===== config.mk =====
export PLATFORM = sky130hd
export DESIGN_NAME = circular_deque_core
export DESIGN_NICKNAME = d
export VERILOG_FILES = /design/src/sv/cdq_pkg.sv /design/src/sv/cdq_ram.sv /design/src/sv/cdq_ctrl.sv /design/src/sv/cdq_datapath.sv /design/src/sv/circular_deque_core.sv
export SDC_FILE = /design/constraint.sdc
export NUM_CORES = 1
export LEC_CHECK = 0
export ABC_CLOCK_PERIOD_IN_PS = 5100
export BUFFER_PORTS_ARGS = -buffer_cell sky130_fd_sc_hd__buf_2
export CORE_ASPECT_RATIO = 0.5
export CORE_UTILIZATION = 40
export CTS_BUF_LIST = sky130_fd_sc_hd__clkbuf_2 sky130_fd_sc_hd__clkbuf_4 sky130_fd_sc_hd__clkbuf_8
export DETAILED_ROUTE_END_ITERATION = 8
export GPL_TIMING_DRIVEN = 1
export SKIP_CTS_REPAIR_TIMING = 1
export SLEW_MARGIN = 40
export SYNTH_ARGS = -nofsm -noshare
export SYNTH_HDL_FRONTEND = slang
export SYNTH_SLANG_ARGS = --single-unit

===== constraint.sdc =====
create_clock -name clk -period 5.1 [get_ports clk]
set_input_delay 0.765 -clock clk [delete_from_list [all_inputs] [get_ports clk]]
set_output_delay 0.765 -clock clk [all_outputs]
set_load 0.01 [all_outputs]

===== src/sv/cdq_pkg.sv =====
`timescale 1ns / 1ps
// Shared types and codes for the circular deque core.
// Depends on nothing; every other file except cdq_ram refers to it by scoped names.

package cdq_pkg;

    // Command codes carried in the input word
    localparam logic [1:0] CMD_PUSH_FRONT = 2'd0;
    localparam logic [1:0] CMD_PUSH_REAR  = 2'd1;
    localparam logic [1:0] CMD_POP_FRONT  = 2'd2;
    localparam logic [1:0] CMD_POP_REAR   = 2'd3;

    // Status codes carried in the result word
    localparam logic [1:0] ST_OK    = 2'd0;
    localparam logic [1:0] ST_FULL  = 2'd1;
    localparam logic [1:0] ST_EMPTY = 2'd2;

    typedef struct packed {
        logic [1:0]         command;
        logic signed [31:0] push_value;
    } in_word_t;

    typedef struct packed {
        logic signed [31:0] pop_value;
        logic [1:0]         status;
        logic [3:0]         occupancy;
    } out_word_t;

    // Controller to datapath
    typedef struct packed {
        logic push_write;   // store the pushed word, move the pointer, bump the count
        logic pop_read;     // read the popped entry, move the pointer, drop the count
        logic load_direct;  // load the result register with a non-read result
        logic load_read;    // load the result register with the read data
    } ctrl_cmd_t;

    // Datapath to controller
    typedef struct packed {
        logic is_full;
        logic is_empty;
        logic out_busy;     // result register holds a word that is not taken this cycle
    } dp_status_t;

endpackage


===== src/sv/cdq_ram.sv =====
`timescale 1ns / 1ps
// Generic single-write, single-read RAM with registered read data.
// Standalone; no package dependencies.

module cdq_ram #(
    parameter int WIDTH = 32,
    parameter int DEPTH = 8
) (
    input  logic                     clk,
    input  logic                     wr_en,
    input  logic [$clog2(DEPTH)-1:0] wr_addr,
    input  logic [WIDTH-1:0]         wr_data,
    input  logic                     rd_en,
    input  logic [$clog2(DEPTH)-1:0] rd_addr,
    output logic [WIDTH-1:0]         rd_data
);

    logic [WIDTH-1:0] mem [DEPTH];
    logic [WIDTH-1:0] rd_data_reg;

    always_ff @(posedge clk)
    begin
        if (wr_en)
        begin
            mem[wr_addr] <= wr_data;
        end
        if (rd_en)
        begin
            rd_data_reg <= mem[rd_addr];
        end
    end

    assign rd_data = rd_data_reg;

endmodule


===== src/sv/cdq_ctrl.sv =====
`timescale 1ns / 1ps
// Controller state machine for the circular deque: accepts commands and
// sequences the datapath. Depends on cdq_pkg.

module cdq_ctrl (
    input  logic                   clk,
    input  logic                   rst_n,
    input  logic                   cmd_valid,
    input  logic [1:0]             command,
    input  cdq_pkg::dp_status_t    dp_status,
    output logic                   accept,
    output cdq_pkg::ctrl_cmd_t     ctrl_cmd
);

    localparam logic S_IDLE = 1'b0;
    localparam logic S_READ = 1'b1;

    logic state_reg;
    logic state_next;
    logic is_pop;

    assign is_pop = (command == cdq_pkg::CMD_POP_FRONT) ||
                    (command == cdq_pkg::CMD_POP_REAR);

    assign accept = (state_reg == S_IDLE) && cmd_valid && !dp_status.out_busy;

    always_comb
    begin
        state_next = state_reg;
        ctrl_cmd   = '0;
        case (state_reg)
            S_IDLE:
            begin
                if (accept)
                begin
                    if (is_pop && !dp_status.is_empty)
                    begin
                        ctrl_cmd.pop_read = 1'b1;
                        state_next        = S_READ;
                    end
                    else
                    begin
                        ctrl_cmd.push_write  = !is_pop && !dp_status.is_full;
                        ctrl_cmd.load_direct = 1'b1;
                    end
                end
            end
            S_READ:
            begin
                // read data is ready; result register is free since accept
                ctrl_cmd.load_read = 1'b1;
                state_next         = S_IDLE;
            end
            default:
            begin
                state_next = S_IDLE;
            end
        endcase
    end

    always_ff @(posedge clk or negedge rst_n)
    begin
        if (!rst_n)
        begin
            state_reg <= S_IDLE;
        end
        else
        begin
            state_reg <= state_next;
        end
    end

endmodule


===== src/sv/cdq_datapath.sv =====
`timescale 1ns / 1ps
// Datapath for the circular deque: pointers, count, word store and result
// register. Depends on cdq_pkg and cdq_ram.

module cdq_datapath #(
    parameter int DEPTH = 8
) (
    input  logic                   clk,
    input  logic                   rst_n,
    input  cdq_pkg::in_word_t      in_word,
    input  cdq_pkg::ctrl_cmd_t     ctrl_cmd,
    input  logic                   out_stall,
    output cdq_pkg::dp_status_t    dp_status,
    output logic                   out_valid,
    output cdq_pkg::out_word_t     out_word
);

    localparam int PTR_W = $clog2(DEPTH);
    localparam int CNT_W = $clog2(DEPTH + 1);
    localparam logic [PTR_W-1:0] PTR_LAST = PTR_W'(DEPTH - 1);
    localparam logic [CNT_W-1:0] CNT_FULL = CNT_W'(DEPTH);

    logic [PTR_W-1:0] head_reg, head_next;
    logic [PTR_W-1:0] tail_reg, tail_next;
    logic [CNT_W-1:0] count_reg, count_next;
    logic             out_valid_reg, out_valid_next;
    cdq_pkg::out_word_t out_word_reg, out_word_next;

    logic [PTR_W-1:0] head_inc, head_dec, tail_inc, tail_dec;
    logic [PTR_W-1:0] wr_addr, rd_addr;
    logic [31:0]      rd_data;
    logic             is_front, is_pop;
    logic [1:0]       direct_status;

    assign head_inc = (head_reg == PTR_LAST) ? '0 : head_reg + 1'b1;
    assign head_dec = (head_reg == '0) ? PTR_LAST : head_reg - 1'b1;
    assign tail_inc = (tail_reg == PTR_LAST) ? '0 : tail_reg + 1'b1;
    assign tail_dec = (tail_reg == '0) ? PTR_LAST : tail_reg - 1'b1;

    assign is_front = (in_word.command == cdq_pkg::CMD_PUSH_FRONT) ||
                      (in_word.command == cdq_pkg::CMD_POP_FRONT);
    assign is_pop   = (in_word.command == cdq_pkg::CMD_POP_FRONT) ||
                      (in_word.command == cdq_pkg::CMD_POP_REAR);

    assign dp_status.is_full  = (count_reg == CNT_FULL);
    assign dp_status.is_empty = (count_reg == '0);
    assign dp_status.out_busy = out_valid_reg && out_stall;

    assign wr_addr = is_front ? head_dec : tail_reg;
    assign rd_addr = is_front ? head_reg : tail_dec;

    cdq_ram #(
        .WIDTH (32),
        .DEPTH (DEPTH)
    ) u_ram (
        .clk     (clk),
        .wr_en   (ctrl_cmd.push_write),
        .wr_addr (wr_addr),
        .wr_data (in_word.push_value),
        .rd_en   (ctrl_cmd.pop_read),
        .rd_addr (rd_addr),
        .rd_data (rd_data)
    );

    always_comb
    begin
        head_next  = head_reg;
        tail_next  = tail_reg;
        count_next = count_reg;
        if (ctrl_cmd.push_write)
        begin
            count_next = count_reg + 1'b1;
            if (is_front)
            begin
                head_next = head_dec;
            end
            else
            begin
                tail_next = tail_inc;
            end
        end
        else if (ctrl_cmd.pop_read)
        begin
            count_next = count_reg - 1'b1;
            if (is_front)
            begin
                head_next = head_inc;
            end
            else
            begin
                tail_next = tail_dec;
            end
        end
    end

    always_comb
    begin
        if (is_pop)
        begin
            direct_status = dp_status.is_empty ? cdq_pkg::ST_EMPTY : cdq_pkg::ST_OK;
        end
        else
        begin
            direct_status = dp_status.is_full ? cdq_pkg::ST_FULL : cdq_pkg::ST_OK;
        end
    end

    always_comb
    begin
        out_word_next  = out_word_reg;
        out_valid_next = out_valid_reg && out_stall;
        if (ctrl_cmd.load_direct)
        begin
            out_word_next.pop_value = '0;
            out_word_next.status    = direct_status;
            out_word_next.occupancy = 4'(count_next);
            out_valid_next          = 1'b1;
        end
        else if (ctrl_cmd.load_read)
        begin
            out_word_next.pop_value = rd_data;
            out_word_next.status    = cdq_pkg::ST_OK;
            out_word_next.occupancy = 4'(count_reg);
            out_valid_next          = 1'b1;
        end
    end

    always_ff @(posedge clk or negedge rst_n)
    begin
        if (!rst_n)
        begin
            head_reg      <= '0;
            tail_reg      <= '0;
            count_reg     <= '0;
            out_valid_reg <= 1'b0;
        end
        else
        begin
            head_reg      <= head_next;
            tail_reg      <= tail_next;
            count_reg     <= count_next;
            out_valid_reg <= out_valid_next;
        end
    end

    always_ff @(posedge clk)
    begin
        out_word_reg <= out_word_next;
    end

    assign out_valid = out_valid_reg;
    assign out_word  = out_word_reg;

endmodule


===== src/sv/circular_deque_core.sv =====
`timescale 1ns / 1ps
// Circular deque core: push/pop at either end of a DEPTH-entry word store.
// A push or a refused pop is loaded straight into the result register; a
// successful pop passes through the registered RAM read, then that register.
// Pushes are taken at 1 word per cycle while the result is not stalled; a
// pop holds off new commands until its read data reaches the result. Reset
// clears pointers, count and result valid; store contents stay undefined until written.

module circular_deque_core #(
    parameter int DEPTH = 8
) (
    input  logic               clk,
    input  logic               rst_n,
    // command channel
    input  logic               cmd_valid,
    output logic               cmd_stall,
    input  cdq_pkg::in_word_t  cmd_word,
    // result channel
    output logic               rsp_valid,
    input  logic               rsp_stall,
    output cdq_pkg::out_word_t rsp_word
);

    cdq_pkg::ctrl_cmd_t  ctrl_cmd;
    cdq_pkg::dp_status_t dp_status;
    logic                accept;

    // Take a new word only when the controller is idle and the result
    // register is empty or being drained this cycle.
    assign cmd_stall = !accept;

    cdq_ctrl u_ctrl (
        .clk       (clk),
        .rst_n     (rst_n),
        .cmd_valid (cmd_valid),
        .command   (cmd_word.command),
        .dp_status (dp_status),
        .accept    (accept),
        .ctrl_cmd  (ctrl_cmd)
    );

    // Pointers, count, store and the result register live here.
    cdq_datapath #(
        .DEPTH (DEPTH)
    ) u_datapath (
        .clk       (clk),
        .rst_n     (rst_n),
        .in_word   (cmd_word),
        .ctrl_cmd  (ctrl_cmd),
        .out_stall (rsp_stall),
        .dp_status (dp_status),
        .out_valid (rsp_valid),
        .out_word  (rsp_word)
    );

endmodule


==> reports/metrics.sh <==
CLKSINKCOUNT=338
SYN-INSTANCE-COUNT=645
PLACED_CELL_AREA_UM2=14200
SETUP_REPAIR_AFTER_GLOBAL_ROUTING_MISSED_ITS_MARGIN='false'
POWER_DENSITY_nW_PER_UM2=520.3
CP_TOP_FAMILY='flip-flops'
CLOCK_LATENCY_NS=0.57
FIN_SKEW_NS=0.01363
YOSYS_MOST_USED_DFF='edfxtp_1'
FINAL.PERIOD_UTILIZATION=0.6637
CRITICAL_PATH.MAX_FANOUT=19
LAYOUT_MIN_CYCLE_TIME_NS=3.385
CRITPATHSLOWESTCELL='dfrtp_2'
ACCUMULATED_NEGATIVE_SETUP_SLACK_NS=0
VIA_CELL_RATIO=5.072
SYNTH_FP_NETS=693
FLOORPLAN.CORE_AREA_UM2=31940
SHARE_OF_THE_CORE_FILLED_WITH_CELLS=0.4755
POST_ROUTE_CELLS_DRIVE_ABOVE_1_SHARE=0.3350
FP.DIEH_UM=129.9
DIE-WIDTH_UM=257.9
CP_DATA_REQUIRED_TIME_NS=4.34
DRV_SLEW=0
MAXIMUM_OPERATING_FREQUENCY_MHz=295.4
FILLERS=2655
ANTENNA_VIOLATIONS_BEFORE_REPAIR=1
PORT_BUFFERS=77
WARNINGS_SYNTHESIS=0
DRC=0
INITIAL_CORE_UTIL=0.4099
CP_NUM_BUF_INV=2
CRITICAL_PATH.MAX_STAGE_DELAY_NS=0.62
BOUNDARYPINS=78
WORST-ENDPOINT-ARRIVAL_NS=2.62
ROUTE.VIAS.TOTAL=6279
POST_DRT_WL_PER_CELL_UM=20.92
DR.PASS1.ITERS=5
NUMBER_OF_GLOBAL_ROUTE_VIAS_BEFORE_REPAIR=6451
MAPPEDNETLISTAREA_UM2=13100
SEQ_AREA_FRAC_SYNTH=0.7460
SYNTH_TOP_CELL_AREA_SHARE=0.6742
CTS.CLK_SLEW.WORST_PATHS_NS=0.06
POWER.IR.VDD_WORST_mV=0.2113
FP-ROW-COUNT=46
TIMING.SETUP.CRITICAL_PATH_CLASS='register to output pin'
HEADROOM_TO_THE_MAX_SLEW_LIMIT=0.5420
GRT_MAX_DEGREE=37
NNETSFINAL=815
LAYOUT_COMMONEST_CELL='edfxtp_1'
POST_SYNTH_MAIN_AREA_CONTRIBUTORS='edfxtp_1 67%, mux4_2 6.4%, mux4_1 5.4%, dfxtp_1 4.9%, mux2_2 2.8%'
TRACK_USAGE=0.1571
EDFF_COUNT_SYNTH=294
TIGHTESTPINTRANSITION_NS=0.6833
ANTENNA_CELLS=0
DIE_AREA_UM2=33510
ANTENNA_LEFT=0
ASYNCSETRESETFLOPFRACSYNTH=0.03550
SETUP-VIOLATIONS-FINAL=0
ENDPOINT_KIND='output pin'
CTS-BUFFERS-INSERTED=49
TOTALWIRELENGTH_MM=25.90
YOSYS.AREA.TOP_TYPE='edfxtp_1'
NETLIST-CELL-TYPE-COUNT=51
CTS.ROOT.BUFFER_CELL='clkbuf_8'
DRV.MAX_CAP_VIOLATION_COUNT=0
CTS_BUFFER_DEPTH=3
POSTLAYOUTCELLAREA_UM2=15190
FIRST_PASS_GRT_WIRE_LENGTH_MM=39.04
LAYOUT.CELLS.MOST_COMMON_LIST='294 x edfxtp_1, 77 x buf_2, 52 x clkbuf_8'
POWER.TOTAL_uW=7903
TIMING.CRITICAL_PATH.FROM_TYPE='register'
FIN_WORST_HOLD_SLACK_NS=0.08461
AREA_GROWTH_PCT=15.98
RESULT_OF_THE_RUN='completed'
P_LEAK_uW=0.005201
OVERFLOW=0
FINALWEIGHTEDCONGESTION=0.7528
POST_SYNTH.CELL_AREA_AVG_UM2=20.30
HOLDCRITPATHCLASS='input port to asynchronous set/reset pin'
CTS_TREE='done'
HOLD_VIOLATIONS=0
LARGEST_REG_FLOPS=256
TIMING.CRITICAL_PATH.CELLS='buf_4 -> a21oi_1 -> nand2_1 -> buf_2'
SYNTH_SEQ_CELLS=338
NUMBER_OF_DESIGN_RULE_VIOLATIONS_LEFT_BY_THE_FIRST_DETAILED_ROUTER_ITERATION=431
CTS_MAX_LEVEL=2
POST-DP-HPWL_MM=15.43
==> metrics by stage <==
stage          setup WS [ns]  instances
6_report               1.715       1238
5_1_grt                1.555       1238
4_1_cts                1.688       1238
3_5_place_dp           1.728       1148
3_3_place_gp           1.528       1142
2_1_floorplan         0.6494        645
==> where the power goes <==
part           internal [µW]  switching, µW  total, µW
sequential              3440            184       3630
clock                   1160            987       2150
combinational           1060           1070       2120
total                   5660           2240       7900
==> kinds of logic (layout without fill, tap and decap cells) <==
group,count (synthesis),after routing,share of synthesized area
AO/OA/AOI/OAI,34,34,0.01863
XOR/XNOR,6,6,0.004013
AND/OR/NAND/NOR,87,87,0.03210
buffers and inverters,39,200,0.01758
flip-flops,338,338,0.7460
multiplexers,131,131,0.1721
adder cells (fa/ha/maj),10,10,0.009555
==> path summary, 6_finish.rpt <==
path | startpoint | cells after the start | end | slack (ns)
max | u_ctrl.state_reg | 4 | cmd_stall | 1.72
min | rst_n | 1 | u_datapath.count_reg[0] | 0.08
min in group clk | cmd_word[27] | 1 | u_datapath.u_ram.mem[0][27] | 0.46
max in group asynchronous | rst_n | 1 | u_ctrl.state_reg | 4.75
min reg2reg | u_datapath.u_ram.rd_data[12] | 2 | u_datapath.out_word[18] | 0.49
max reg2reg | u_ctrl.state_reg | 6 | u_datapath.out_word[0] | 1.80
==> layer usage <==
metal  share of wire  up-vias  GRT usage
li1                -     2869          -
met1            0.45     3252     0.2073
met2            0.49      125     0.2645
met3           0.048       31    0.03807
met4           0.012        2    0.03968
met5         0.00050        -          0
==> final cells by class <==
class                      instances  area [µm²]  area share
sequential                       338        9771      0.6433
clock buffer                      75       888.4     0.05849
multi-input combinational        268        3194      0.2103
tap                              432       540.5     0.03559
inverter                           9       36.28    0.002389
clock inverter                    15       97.59    0.006426
timing repair buffer             101       660.6     0.04350
==> cells in the mapped netlist (2+ instances only) <==
cell type and instances:
o22ai_1 2, dfxtp_1 32, nor3_1 7, o31ai_1 2, ha_1 10, xnor2_1 5, nor2_1 43, o2111a_1 2
mux2_2 32, mux4_2 37, nand3_1 2, dfrtp_1 12, nor3b_1 3, o21ai_0 4, a21oi_1 5, a22oi_1 2
mux2i_1 35, inv_1 9, buf_6 5, clkbuf_1 6, nand2_1 11, buf_8 2, o211ai_1 4, nor2b_1 2
edfxtp_1 294, buf_2 16, mux4_1 27, a31oi_1 2, a221oi_1 2, nand2b_1 9
==> worst register-to-register path, stage by stage (launching register included) <==
cell and delay, ns:
dfrtp_2 0.62, buf_4 0.39, a21oi_1 0.54, nand2_1 0.29, a21oi_4 0.52, buf_4 0.38
or2_2 0.27
Power figures use the tool's default switching activity.
